<file path="config.mk">
export PLATFORM = sky130hd
export DESIGN_NAME = nav_light_flash_pattern
export DESIGN_NICKNAME = d
export VERILOG_FILES = /design/src/hdl/nlf_pkg.sv /design/src/hdl/nav_light_flash_pattern.sv /design/src/hdl/nlf_regs.sv /design/src/hdl/nlf_decode.sv
export SDC_FILE = /design/constraint.sdc
export NUM_CORES = 1
export LEC_CHECK = 0
export ABC_CLOCK_PERIOD_IN_PS = 6900
export BUFFER_PORTS_ARGS = -buffer_cell sky130_fd_sc_hd__clkbuf_2
export CORE_MARGIN = 2
export CORE_UTILIZATION = 54
export CTS_CLUSTER_SIZE = 24
export DETAILED_ROUTE_END_ITERATION = 7
export GPL_TIMING_DRIVEN = 0
export PLACE_DENSITY_LB_ADDON = 0.08
export SYNTH_ARGS = -nofsm -noshare
export SYNTH_HDL_FRONTEND = slang
export SYNTH_SLANG_ARGS = --single-unit
export TNS_END_PERCENT = 30
</file>
<file path="constraint.sdc">
create_clock -name clk -period 6.9 [get_ports clk]
set_clock_uncertainty 0.15 [all_clocks]
set_input_delay 0.69 -clock clk [delete_from_list [all_inputs] [get_ports clk]]
set_output_delay 0.69 -clock clk [all_outputs]
set_load 0.01 [all_outputs]
</file>
<file path="src/hdl/nlf_pkg.sv">
// Shared types and constants for the navigation-light flasher.
// Holds light character codes, slot limits and the register bundle.
// No dependencies.
package nlf_pkg;

  localparam int SLOT_W = 7;
  localparam int CHAR_W = 5;
  localparam int PERIOD_W = 10;
  localparam int GROUP_W = 4;

  localparam logic [SLOT_W-1:0] MAX_SLOTS = 7'd100;
  localparam logic [SLOT_W-1:0] MIN_SLOTS = 7'd4;
  localparam logic [SLOT_W-1:0] DEFAULT_SLOTS = 7'd16;
  localparam logic [SLOT_W-1:0] LONG_SLOTS = 7'd8;
  localparam logic [SLOT_W-1:0] SHORT_FLASH_SLOTS = 7'd4;

  localparam logic [CHAR_W-1:0] CHAR_FIXED = 5'd1;
  localparam logic [CHAR_W-1:0] CHAR_FLASH = 5'd2;
  localparam logic [CHAR_W-1:0] CHAR_LONG = 5'd3;
  localparam logic [CHAR_W-1:0] CHAR_QUICK = 5'd4;
  localparam logic [CHAR_W-1:0] CHAR_VQUICK = 5'd5;
  localparam logic [CHAR_W-1:0] CHAR_ISO = 5'd7;
  localparam logic [CHAR_W-1:0] CHAR_OCCULT = 5'd8;

  localparam logic [1:0] REG_CHARACTER = 2'd0;
  localparam logic [1:0] REG_PERIOD = 2'd1;
  localparam logic [1:0] REG_GROUP = 2'd2;

  typedef struct packed {
    logic [CHAR_W-1:0]   character;
    logic [PERIOD_W-1:0] period;
    logic [GROUP_W-1:0]  group;
  } cfg_t;

  typedef struct packed {
    logic              light;
    logic [SLOT_W-1:0] slot;
    logic              last;
  } slot_res_t;

endpackage

</file>
<file path="src/hdl/nav_light_flash_pattern.sv">
// Top level of the navigation-light flasher: tick input register, slot
// counter, result register. Depends on nlf_pkg, nlf_regs and nlf_decode.
//
//   channel  | handshake               | payload
//   ---------+-------------------------+-------------------------------
//   tick     | tick_valid / tick_stall | restart
//   slot     | slot_valid / slot_stall | light_on, slot_index, cycle_end
//   config   | APB, pready tied high   | paddr[3:0], pwdata, prdata
//
// One tick per cycle sustained while slot_stall is low; a tick that is taken goes into the input
// register, then is decoded into the result register that drives the slot ports.
// The slot counter advances as each tick moves into the result register.
// Synchronous reset clears the counter and both valid flags and loads the configuration defaults.
// A stalled result holds; the input register keeps taking ticks until it
// too is full, and only then is tick_stall raised.
module nav_light_flash_pattern import nlf_pkg::*; (
  input  logic        clk,
  input  logic        rst,
  input  logic        tick_valid,
  output logic        tick_stall,
  input  logic        restart,
  output logic        slot_valid,
  input  logic        slot_stall,
  output logic        light_on,
  output logic [6:0]  slot_index,
  output logic        cycle_end,
  input  logic        psel,
  input  logic        penable,
  input  logic        pwrite,
  input  logic [3:0]  paddr,
  input  logic [31:0] pwdata,
  output logic [31:0] prdata,
  output logic        pready
);

  cfg_t              cfg;
  slot_res_t         res;
  logic              hold_valid;
  logic              hold_restart;
  logic              advance;
  logic [SLOT_W-1:0] counter;
  logic [SLOT_W-1:0] counter_next;

  nlf_regs u_regs (
    .clk     (clk),
    .rst     (rst),
    .psel    (psel),
    .penable (penable),
    .pwrite  (pwrite),
    .paddr   (paddr),
    .pwdata  (pwdata),
    .prdata  (prdata),
    .pready  (pready),
    .cfg     (cfg)
  );

  nlf_decode u_decode (
    .cfg     (cfg),
    .counter (counter),
    .restart (hold_restart),
    .res     (res)
  );

  assign advance = hold_valid && (!slot_valid || !slot_stall);
  assign tick_stall = hold_valid && !advance;
  assign counter_next = res.last ? '0 : res.slot + SLOT_W'(1);

  always_ff @(posedge clk) begin
    if (rst) begin
      hold_valid <= 1'b0;
    end else if (!tick_stall) begin
      hold_valid <= tick_valid;
    end
  end

  always_ff @(posedge clk) begin
    if (!tick_stall && tick_valid) begin
      hold_restart <= restart;
    end
  end

  always_ff @(posedge clk) begin
    if (rst) begin
      counter <= '0;
    end else if (advance) begin
      counter <= counter_next;
    end
  end

  always_ff @(posedge clk) begin
    if (rst) begin
      slot_valid <= 1'b0;
    end else if (advance) begin
      slot_valid <= 1'b1;
    end else if (!slot_stall) begin
      slot_valid <= 1'b0;
    end
  end

  always_ff @(posedge clk) begin
    if (advance) begin
      light_on <= res.light;
      slot_index <= res.slot;
      cycle_end <= res.last;
    end
  end

`ifndef SYNTH
  a_counter_step: assert property (@(posedge clk) disable iff (rst)
    advance && !res.last |=> counter == $past(res.slot) + SLOT_W'(1))
    else $error("slot counter did not step past the reported slot");

  a_wrap_at_end: assert property (@(posedge clk) disable iff (rst)
    advance && res.last |=> counter == '0 && cycle_end)
    else $error("slot counter did not wrap at the end of the cycle");

  a_restart_slot0: assert property (@(posedge clk) disable iff (rst)
    advance && hold_restart |=> slot_valid && slot_index == '0)
    else $error("restart did not report slot zero");
`endif

endmodule

</file>
<file path="src/hdl/nlf_regs.sv">
// APB register file for the flasher: character, period and group count.
// Depends on nlf_pkg.
module nlf_regs import nlf_pkg::*; (
  input  logic        clk,
  input  logic        rst,
  input  logic        psel,
  input  logic        penable,
  input  logic        pwrite,
  input  logic [3:0]  paddr,
  input  logic [31:0] pwdata,
  output logic [31:0] prdata,
  output logic        pready,
  output cfg_t        cfg
);

  logic       wr_en;
  logic [1:0] reg_index;

  assign pready = 1'b1;
  assign wr_en = psel & penable & pwrite;
  assign reg_index = paddr[3:2];

  always_ff @(posedge clk) begin
    if (rst) begin
      cfg.character <= CHAR_FIXED;
      cfg.period <= '0;
      cfg.group <= GROUP_W'(1);
    end else if (wr_en) begin
      case (reg_index)
        REG_CHARACTER: cfg.character <= pwdata[CHAR_W-1:0];
        REG_PERIOD:    cfg.period <= pwdata[PERIOD_W-1:0];
        REG_GROUP:     cfg.group <= pwdata[GROUP_W-1:0];
        default: ;
      endcase
    end
  end

  always_comb begin
    case (reg_index)
      REG_CHARACTER: prdata = {{(32-CHAR_W){1'b0}}, cfg.character};
      REG_PERIOD:    prdata = {{(32-PERIOD_W){1'b0}}, cfg.period};
      REG_GROUP:     prdata = {{(32-GROUP_W){1'b0}}, cfg.group};
      default:       prdata = '0;
    endcase
  end

endmodule

</file>
<file path="src/hdl/nlf_decode.sv">
// Slot decode: cycle length, current slot, lamp state and end of cycle.
// Pure combinational logic; depends on nlf_pkg.
module nlf_decode import nlf_pkg::*; (
  input  cfg_t              cfg,
  input  logic [SLOT_W-1:0] counter,
  input  logic              restart,
  output slot_res_t         res
);

  logic [SLOT_W-1:0] base_len;
  logic [SLOT_W-1:0] span;
  logic [SLOT_W-1:0] cycle_len;
  logic [SLOT_W-1:0] slot_raw;
  logic [SLOT_W-1:0] slot;
  logic [SLOT_W:0]   slot_plus4;
  logic              multi_group;

  always_comb begin
    if (cfg.period == '0) begin
      base_len = DEFAULT_SLOTS;
    end else if (cfg.period < PERIOD_W'(MIN_SLOTS)) begin
      base_len = MIN_SLOTS;
    end else if (cfg.period > PERIOD_W'(MAX_SLOTS)) begin
      base_len = MAX_SLOTS;
    end else begin
      base_len = cfg.period[SLOT_W-1:0];
    end
  end

  // group of g two-slot flashes spans 4g-2 slots
  assign span = {1'b0, cfg.group, 2'b00} - SLOT_W'(2);
  assign multi_group = (cfg.group >= GROUP_W'(2));

  always_comb begin
    cycle_len = base_len;
    if (cfg.character == CHAR_FLASH && multi_group && span > base_len) begin
      cycle_len = span;
    end else if (cfg.character == CHAR_LONG && base_len < LONG_SLOTS) begin
      cycle_len = LONG_SLOTS;
    end
  end

  assign slot_raw = restart ? '0 : counter;
  // drop back to slot 0 when a shorter cycle left the counter past its end
  assign slot = (slot_raw >= cycle_len) ? '0 : slot_raw;
  assign slot_plus4 = {1'b0, slot} + (SLOT_W+1)'(4);

  always_comb begin
    case (cfg.character)
      CHAR_FIXED:  res.light = 1'b1;
      CHAR_FLASH:  res.light = multi_group ? (slot < span && !slot[1])
                                           : (slot < SHORT_FLASH_SLOTS);
      CHAR_LONG:   res.light = (slot < LONG_SLOTS);
      CHAR_QUICK:  res.light = (slot[1:0] == 2'b00);
      CHAR_VQUICK: res.light = !slot[0];
      CHAR_ISO:    res.light = (slot < (base_len >> 1));
      CHAR_OCCULT: res.light = (slot_plus4 < {1'b0, base_len});
      default:     res.light = (slot < SHORT_FLASH_SLOTS);
    endcase
  end

  assign res.slot = slot;
  assign res.last = (slot + SLOT_W'(1) == cycle_len);

endmodule

</file>
Word-level counts from Yosys, hierarchy flattened
Index checks and enable logic that the tools add are counted.
W data, S select, Z words.
{ "word_totals": {"register_bits": 38, "latch_bits": 0, "ramBits": 0, "romBits": 0, "mem_count": 0} }
{ "classes": {"add_sub_neg": 3, "n_mul": 0, "div": 0, "order_cmp": 11, "n_eq_ne": 11, "shift": 0, "n_mux": 13, "n_bitwise": 2, "reduce_logical": 20} }
{ "ops": {"columns": ["operator", "count"], "rows": [
  ["$mux W7", 8],
  ["$pmux W10 S3", 1],
  ["$eq A5 B3 Y1 const B", 3],
  ["$lt A7 B4 Y1 const B", 2],
  ["$eq A5 B2 Y1 const B", 2],
  ["$gt A10 B7 Y1 const B", 1],
  ["$logic_not A10 Y1", 1],
  ["$lt A10 B3 Y1 const B", 1],
  ["$add A7 B3 Y8 const B", 1],
  ["$lt A8 B7 Y1", 1],
  ["$add A7 B1 Y7 const B", 1],
  ["$eq A7 B7 Y1", 1],
  ["$ge A7 B7 Y1", 1],
  ["$gt A7 B7 Y1", 1],
  ["$logic_and A1 B1 Y1", 7],
  ["$lt A7 B3 Y1 const B", 1],
  ["$lt A7 B6 Y1", 1],
  ["$lt A7 B7 Y1", 1],
  ["$pmux W1 S7", 1],
  ["$sub A6 B2 Y7 const B", 1],
  ["$logic_not A1 Y1", 6],
  ["$reduce_and A2 Y1", 3],
  ["$eq A5 B1 Y1 const B", 1],
  ["$eq A5 B4 Y1 const B", 1],
  ["8 further kinds", 12]
]} }

Longest topological paths before layout
Gate-level depths: netlist (run 1).
{ "depth": {"depth_word": 14, "depth_mapped": 29} }

Modules after synthesis
Synthesis (run 1) repeated with hierarchy kept, for this count alone.
{ "unflattened": {"cells_unflattened": 420, "area_unflattened_um2": 3533.4} }
{ "modules_own_cells": {"columns": ["module", "instances", "cells_each", "area_per_inst_um2", "seq_area_each_um2"], "rows": [
  ["nlf_decode", 1, 235, 1630.3, 0.0],
  ["nlf_regs", 1, 124, 1132.3, 380.4],
  ["nav_light_flash_pattern", 1, 61, 770.7, 480.5]
]} }

Least setup slack after synthesis (run 1)
Ideal clock, no wire load.
{ "synth_path": {"kind": "reg2reg", "from": "reg u_regs.cfg[7] (netlist name)", "to": "reg counter[4]", "t_arrival_ns": 5.712, "required_time_ns": 6.621, "slack_ns": 0.909, "stages_incl_launch_ff": 27, "cell_sequence": "dfxtp_1 > buf_6 > or4_4 > nor2_1 > nand2_1 > a21o_1 > ha_1 > a21oi_1 > a21oi_1 > o21ai_1 > o21a_4 > mux2_2 > ha_1 > a21o_1 > a21oi_1 > o21ai_1 > a2111o_1 > inv_1 > ha_1 > nand4_1 > xnor2_1 > a211o_1 > o211ai_1 > o221a_2 > or4b_4 > nor2_8 > o41ai_2"} }
{ "synth_rtl": {"columns": ["element", "line_no", "source"], "rows": [
  ["to (signal assigned)", "nav_light_flash_pattern.sv:86", "counter <= counter_next;"],
  ["to (decl)", "nav_light_flash_pattern.sv:41", "logic [SLOT_W-1:0] counter;"]
]} }

==> impl_metrics.env, run 1 <==
export IMPL_hp_start="counter[5]"
export IMPL_num_vias=2807
export IMPL_antenna_found_initial=0
export IMPL_seqCellArea_sq_um=861
export IMPL_synth_main_ff_cell="dfxtp_1"
export IMPL_ys_ff_latch=38
export IMPL_grt_start_max_net_pins=12
export IMPL_insertion_delay_ns=0.29
export IMPL_start_util=0.554
export IMPL_rr_worst_depth=27
export IMPL_placed_area_sq_um=3620
export IMPL_sw_frac_of_total=0.280
export IMPL_clk_pin_slew_worst_paths_ns=0.07
export IMPL_yosys_top_cells_area="dfxtp_1 (17%), ha_1 (13%), edfxtp_1 (9.2%), mux2i_1 (7.4%), buf_4 (5.3%)"
export IMPL_r2r_end="counter[6]"
export IMPL_syn_to_final_growth_pct=14.6
export IMPL_finalHoldViolations=0
export IMPL_power_frac_seq=0.498
export IMPL_wirelength_um=7510
export IMPL_cts_tree="done"
export IMPL_pin_count=88
export IMPL_htreeDepth=2
export IMPL_instances_no_fill=529
export IMPL_p_int_uw=344
export IMPL_synth_warning_count=0
export IMPL_p_leak_uw=0.00175
export IMPL_reg2reg_slack_ns=0.29
export IMPL_drtIter0Drc=155
export IMPL_p_per_area_nw_per_um2=128
export IMPL_maxCapViolCount=0
export IMPL_crit_fanout=8
export IMPL_synth_cell_type_count=62
export IMPL_switchingPower_uw=134
export IMPL_maxSlewHeadroom=0.479
export IMPL_status="finished clean"
export IMPL_viasPerCell=5.31
export IMPL_cts_sinks=38
export IMPL_grt_pass1_vias=2541
export IMPL_period_needed_ns=6.61
export IMPL_globalRouteOverflowTotal=0
export IMPL_startpoint_type="flip-flop"
export IMPL_final_area_sq_um=3730
export IMPL_dieHeight_um=81.7
export IMPL_syn_area_sq_um=3260
export IMPL_crit_reg2reg_launch="u_regs.cfg[7]"
export IMPL_avgSynthCellArea_sq_um=8.46
export IMPL_hpwl_um=5980
export IMPL_yosysMostFrequentCell="nor2_1"
export IMPL_slew_viol_final=0
export IMPL_nFillCells=553
export IMPL_place_inst=518
export IMPL_core_area_sq_um=5890
export IMPL_grt_total_usage=0.237
export IMPL_drive_gt1_frac=0.214
export IMPL_drc=0
export IMPL_syn_inst=385
export IMPL_nNetsFinal=530
export IMPL_fin_util=0.634
export IMPL_fp_row_count=28
export IMPL_async_reset_ff_frac=0
export IMPL_setup_viol=0
export IMPL_vdd_drop_max_mv=0.0784
export IMPL_whs_endpoint="counter[5]"
export IMPL_ys_seq_area_frac=0.264
export IMPL_diodes=0
export IMPL_fin_crit_sh=0.957
export IMPL_numCtsBuffers=5
export IMPL_synth_top_cell_by_area="dfxtp_1"
export IMPL_path_class="flip-flop to flip-flop"
export IMPL_worstMarginPinSlew_ns=0.782
export IMPL_clkPwrFrac=0.312
export IMPL_postCtsHoldBufs=0
export IMPL_grt_pass1_wl_um=12200
export IMPL_cp_end_kind="flip-flop"
export IMPL_root_buffer="clkbuf_8"
export IMPL_synth_commonest_cells="nor2_1 (43), nand2_1 (36), ha_1 (33), dfxtp_1 (28), mux2i_1 (24)"
export IMPL_max_freq_mhz=151
export IMPL_place_congestion=0.917
export IMPL_routedWlPerCell_um=14.2
export IMPL_combPwrFrac=0.191
export IMPL_hold_path_class="flip-flop to flip-flop"
export IMPL_clockBufferDepth=2
export IMPL_multiInputGateArea_sq_um=2200
export IMPL_die_x_um=81.7
export IMPL_io_buffer_count=37
export IMPL_finalPower_uw=478
export IMPL_worstPathRequired_ns=6.91
export IMPL_hold_depth=2
export IMPL_synth_top_area_frac=0.172
export IMPL_dieArea_sq_um=6670
export IMPL_tns_ns=0
export IMPL_synth_edff_count=10
export IMPL_critPathArrivalTime_ns=6.62
export IMPL_antenna_left=0
export IMPL_drt_first_pass_iters=5
[final cells by class]
type,count,area share
inverter,17,0.0171
clock buffer,8,0.0214
timing repair buffer,40,0.0556
tap,75,0.0251
sequential,38,0.231
buffer,36,0.0617
multi-input combinational,315,0.588
[cell usage in the layout (no fill, tap or decap), types with 3 or more instances in the layout]
master,n
o211ai_1,3
o21ai_0,9
dfxtp_1,28
nand2_1,36
a21o_1,8
clkbuf_1,13
and2_1,7
a21oi_1,17
a211oi_1,3
clkbuf_8,5
xnor2_1,9
conb_1,23
o21ai_1,3
nand2b_1,5
edfxtp_1,10
nor3_1,6
a31oi_1,3
nand4_1,4
nor2_1,43
nor2b_1,13
buf_4,26
nand3_1,7
mux2i_1,23
nor3b_1,3
clkbuf_2,37
xor2_1,5
o21ai_2,8
ha_1,33
inv_1,15
[cell families (layout without fill, tap and decap cells)]
group | after synthesis | count (layout) | synth area share
mux | 26 | 26 | 0.0818
other cells | 2 | 23 | 0.00231
xor+xnor | 14 | 14 | 0.0376
compound gates | 77 | 77 | 0.171
simple gates | 142 | 142 | 0.226
buf+inv | 53 | 101 | 0.0902
fa+ha+maj | 33 | 33 | 0.127
flops | 38 | 38 | 0.264
[state kept, by name (all words and copies together), names as in the netlist]
register      count
counter           7
cycle_end         1
hold_restart      1
hold_valid        1
light_on          1
slot_index        7
slot_valid        1
u_regs.cfg       19
[through the flow]
step                      hold WS, ns  setup slack (ns)
after detailed placement        0.288            0.0811
after CTS                       0.306            0.0117
after global routing            0.322           -0.0142
after global placement          0.283             0.195
after floorplan                 0.271             0.909
final                           0.300             0.294
[worst max path at each step]
stage	start	endpoint	cells past startpoint	slack, ns
after floorplan	u_regs.cfg[7]	counter[4]	26	0.91
after global placement	u_regs.cfg[7]	counter[4]	27	0.20
after detailed placement	u_regs.cfg[7]	counter[6]	27	0.08
after CTS	u_regs.cfg[7]	counter[6]	27	0.01
after global routing	u_regs.cfg[7]	counter[6]	27	-0.01
final	u_regs.cfg[7]	counter[6]	27	0.29
[power by group through the flow]
stage	logic [uW]	registers [uW]	clock network [uW]
after floorplan	65.0	243	0
after global placement	86.3	243	0
after detailed placement	87.6	243	0
after CTS	88.1	238	152
after global routing	102	238	161
final	91.1	238	149
[routing by layer]
| metal | up-vias | wire length [um] | share of wire | GRT usage |
|---|---|---|---|---|
| met3 | 5 | 399 | 0.053 | 0.0385 |
| li1 | 1462 | - | - | - |
| met2 | 79 | 3360 | 0.45 | 0.376 |
| met1 | 1261 | 3680 | 0.49 | 0.339 |
| met5 | - | 0 | 0 | 0 |
| met4 | 0 | 59 | 0.0079 | 0.0533 |
[critical path, cell delays in order, from the launching register on]
cell	delay, ns
dfxtp_1	0.31
buf_6	0.13
or4_4	0.55
nor2_1	0.11
nand2_1	0.06
a21o_1	0.27
ha_1	0.35
a21oi_1	0.14
a21oi_1	0.10
o21ai_2	0.24
o21a_4	0.22
mux2i_2	0.31
inv_1	0.08
ha_1	0.30
a21o_1	0.18
a31oi_1	0.20
o21ai_2	0.15
a2111o_1	0.46
inv_1	0.17
ha_1	0.27
nand4_1	0.12
xnor2_1	0.15
a211o_1	0.37
o211ai_1	0.12
o221a_2	0.21
or4b_4	0.50
nor2_8	0.18
o41ai_2	0.08
[timing repair]
item	4_1_cts	5_1_grt
endpoints found under the hold margin	0	0
buffers inserted	0	3
resized for setup	0	4
setup endpoints to repair	0	9
Power figures use the tool's default switching activity.
==> inputs of run 2 (changes only) <==
--- a/config.mk
+++ b/config.mk
@@ -7,8 +7,10 @@
 export LEC_CHECK = 0
 export ABC_CLOCK_PERIOD_IN_PS = 6900
 export BUFFER_PORTS_ARGS = -buffer_cell sky130_fd_sc_hd__clkbuf_2
+export CELL_PAD_IN_SITES_DETAIL_PLACEMENT = 1
+export CELL_PAD_IN_SITES_GLOBAL_PLACEMENT = 1
 export CORE_MARGIN = 2
-export CORE_UTILIZATION = 54
+export CORE_UTILIZATION = 39
 export CTS_CLUSTER_SIZE = 24
 export DETAILED_ROUTE_END_ITERATION = 7
 export GPL_TIMING_DRIVEN = 0
==> impl_metrics.env, run 2 (synthesis results as in run 1) <==
export IMPL_status="finished clean"
export IMPL_tns_ns=0
export IMPL_combPwrFrac=0.192
export IMPL_nNetsFinal=531
export IMPL_whs_endpoint="counter[3]"
export IMPL_final_common_cell="nor2_1"
export IMPL_viasPerCell=5.21
export IMPL_die_x_um=95.4
export IMPL_start_util=0.399
export IMPL_vdd_drop_max_mv=0.0703
export IMPL_setup_viol=0
export IMPL_grt_pass1_wl_um=15100
export IMPL_sw_frac_of_total=0.287
export IMPL_routedWlPerCell_um=16.3
export IMPL_clk_pin_slew_worst_paths_ns=0.07
export IMPL_wirelength_um=9110
export IMPL_dieArea_sq_um=9100
export IMPL_clockBufferDepth=2
export IMPL_globalRouteOverflowTotal=0
export IMPL_diodes=0
export IMPL_cp_end_kind="flip-flop"
export IMPL_grt_pass1_vias=2922
export IMPL_max_freq_mhz=151
export IMPL_antenna_left=0
export IMPL_worstPathRequired_ns=6.91
export IMPL_crit_fanout=8
export IMPL_drtIter0Drc=98
export IMPL_r2r_end="counter[3]"
export IMPL_hp_start="counter[3]"
export IMPL_numCtsBuffers=5
export IMPL_dpl_worst_slack_ns=-0.208
export IMPL_mostFrequentLayoutCells="nor2_1 (42), clkbuf_2 (37), nand2_1 (36), ha_1 (32), dfxtp_1 (28)"
export IMPL_p_int_uw=354
export IMPL_maxCapViolCount=0
export IMPL_switchingPower_uw=143
export IMPL_dieHeight_um=95.4
export IMPL_nFillCells=1025
export IMPL_fin_util=0.467
export IMPL_syn_to_final_growth_pct=17.2
export IMPL_grt_start_max_net_pins=12
export IMPL_htreeDepth=2
export IMPL_startpoint_type="flip-flop"
export IMPL_clkPwrFrac=0.329
export IMPL_insertion_delay_ns=0.30
export IMPL_io_buffer_count=37
export IMPL_place_congestion=0.854
export IMPL_fp_row_count=33
export IMPL_setup_slack_ns=0.277
export IMPL_p_per_area_nw_per_um2=130
export IMPL_cts_sinks=38
export IMPL_period_needed_ns=6.62
export IMPL_grt_total_usage=0.215
export IMPL_pin_count=88
export IMPL_power_frac_seq=0.479
export IMPL_antenna_found_initial=0
export IMPL_crit_start="u_regs.cfg[7]"
export IMPL_worstMarginPinSlew_ns=0.744
export IMPL_num_vias=2916
export IMPL_hpwl_um=7310
export IMPL_root_buffer="clkbuf_8"
export IMPL_maxSlewHeadroom=0.503
export IMPL_path_class="flip-flop to flip-flop"
export IMPL_fin_crit_sh=0.960
export IMPL_hold_path_class="flip-flop to flip-flop"
export IMPL_largest_register="u_regs.cfg"
export IMPL_drive_gt1_frac=0.229
export IMPL_cts_tree="done"
export IMPL_p_leak_uw=0.00176
export IMPL_reg2reg_slack_ns=0.28
export IMPL_drc=0
export IMPL_finalHoldViolations=0
export IMPL_largestRegisters="u_regs.cfg x19, counter x7, slot_index x7"
export IMPL_rsz0062_at_grt="false"
export IMPL_rr_worst_depth=27
export IMPL_hold_depth=2
export IMPL_crit_reg2reg_launch="u_regs.cfg[7]"
export IMPL_postCtsHoldBufs=0
export IMPL_core_area_sq_um=8180
export IMPL_drt_first_pass_iters=4
export IMPL_slew_viol_final=0
export IMPL_critPathArrivalTime_ns=6.63
export IMPL_largest_reg_flops=19
-- run 2: cell types whose count changed in the layout (fill, tap and decap cells not counted), sizes merged --
cell	delta
buf	+1
-- run 2: metrics by stage --
stage          hold slack, ns  power, uW  cell area (sq um)  std cells
2_1_floorplan           0.271        308               3340        406
3_3_place_gp            0.281        331               3650        548
3_5_place_dp            0.293        335               3650        548
4_1_cts                 0.311        499               3750        556
5_1_grt                 0.336        524               3820        560
6_report                0.307        497               3820        560
-- run 2: area by class of cell --
cell class	count	area (sq um)	area share
inverters	17	63.8	0.0167
multi-input cells	315	2230	0.583
repair buffers	41	215	0.0564
well taps	105	131	0.0344
clock buffers	8	90.1	0.0236
plain buffers	36	230	0.0603
flip-flops and latches	38	861	0.226
-- run 2: metal layers --
metal	part of all wire	global-route usage	up-vias
met5	0	0	-
met4	0.0093	0.0488	0
li1	-	-	1460
met3	0.037	0.0292	6
met2	0.47	0.358	56
met1	0.49	0.297	1394
-- run 2: worst max-delay path by stage --
stage | to | slack, ns
floorplan | counter[4] | 0.91
global placement | counter[3] | 0.05
detailed placement | counter[3] | -0.21
CTS | counter[3] | 0.02
global route | counter[3] | 0.006
finish | counter[3] | 0.28
-- run 2: repair_timing --
| item | CTS | global route |
|---|---|---|
| gates cloned | 0 | 0 |
| pin swaps | 1 | 4 |
| resized for setup | 3 | 8 |
| buffers inserted | 0 | 4 |
| setup endpoints to repair | 8 | 9 |
-- run 2: critical path, stage by stage (launching register included) --
cell and delay, ns:
dfxtp_1 0.31, buf_6 0.13, or4_4 0.55, nor2_1 0.12, nand2_1 0.06, a21o_2 0.28, ha_1 0.34, a21oi_1 0.16
a21oi_1 0.11, o21ai_2 0.22, o21a_4 0.23, mux2i_4 0.26, inv_1 0.07, ha_1 0.31, a21o_1 0.20, a31oi_2 0.20
o21ai_2 0.16, a2111o_1 0.54, inv_2 0.12, ha_2 0.24, nand4_1 0.11, xnor2_1 0.15, a211o_1 0.33, o211ai_1 0.12
o221a_2 0.20, or4b_4 0.50, o21ai_1 0.20, a21oi_1 0.09
-- run 2: power groups by stage --
stage          sequential [uW]  combinational [uW]  clock [uW]
2_1_floorplan              243                65.0           0
3_3_place_gp               243                88.5           0
3_5_place_dp               243                91.5           0
4_1_cts                    238                92.5         169
5_1_grt                    239                 108         177
6_report                   238                95.6         164
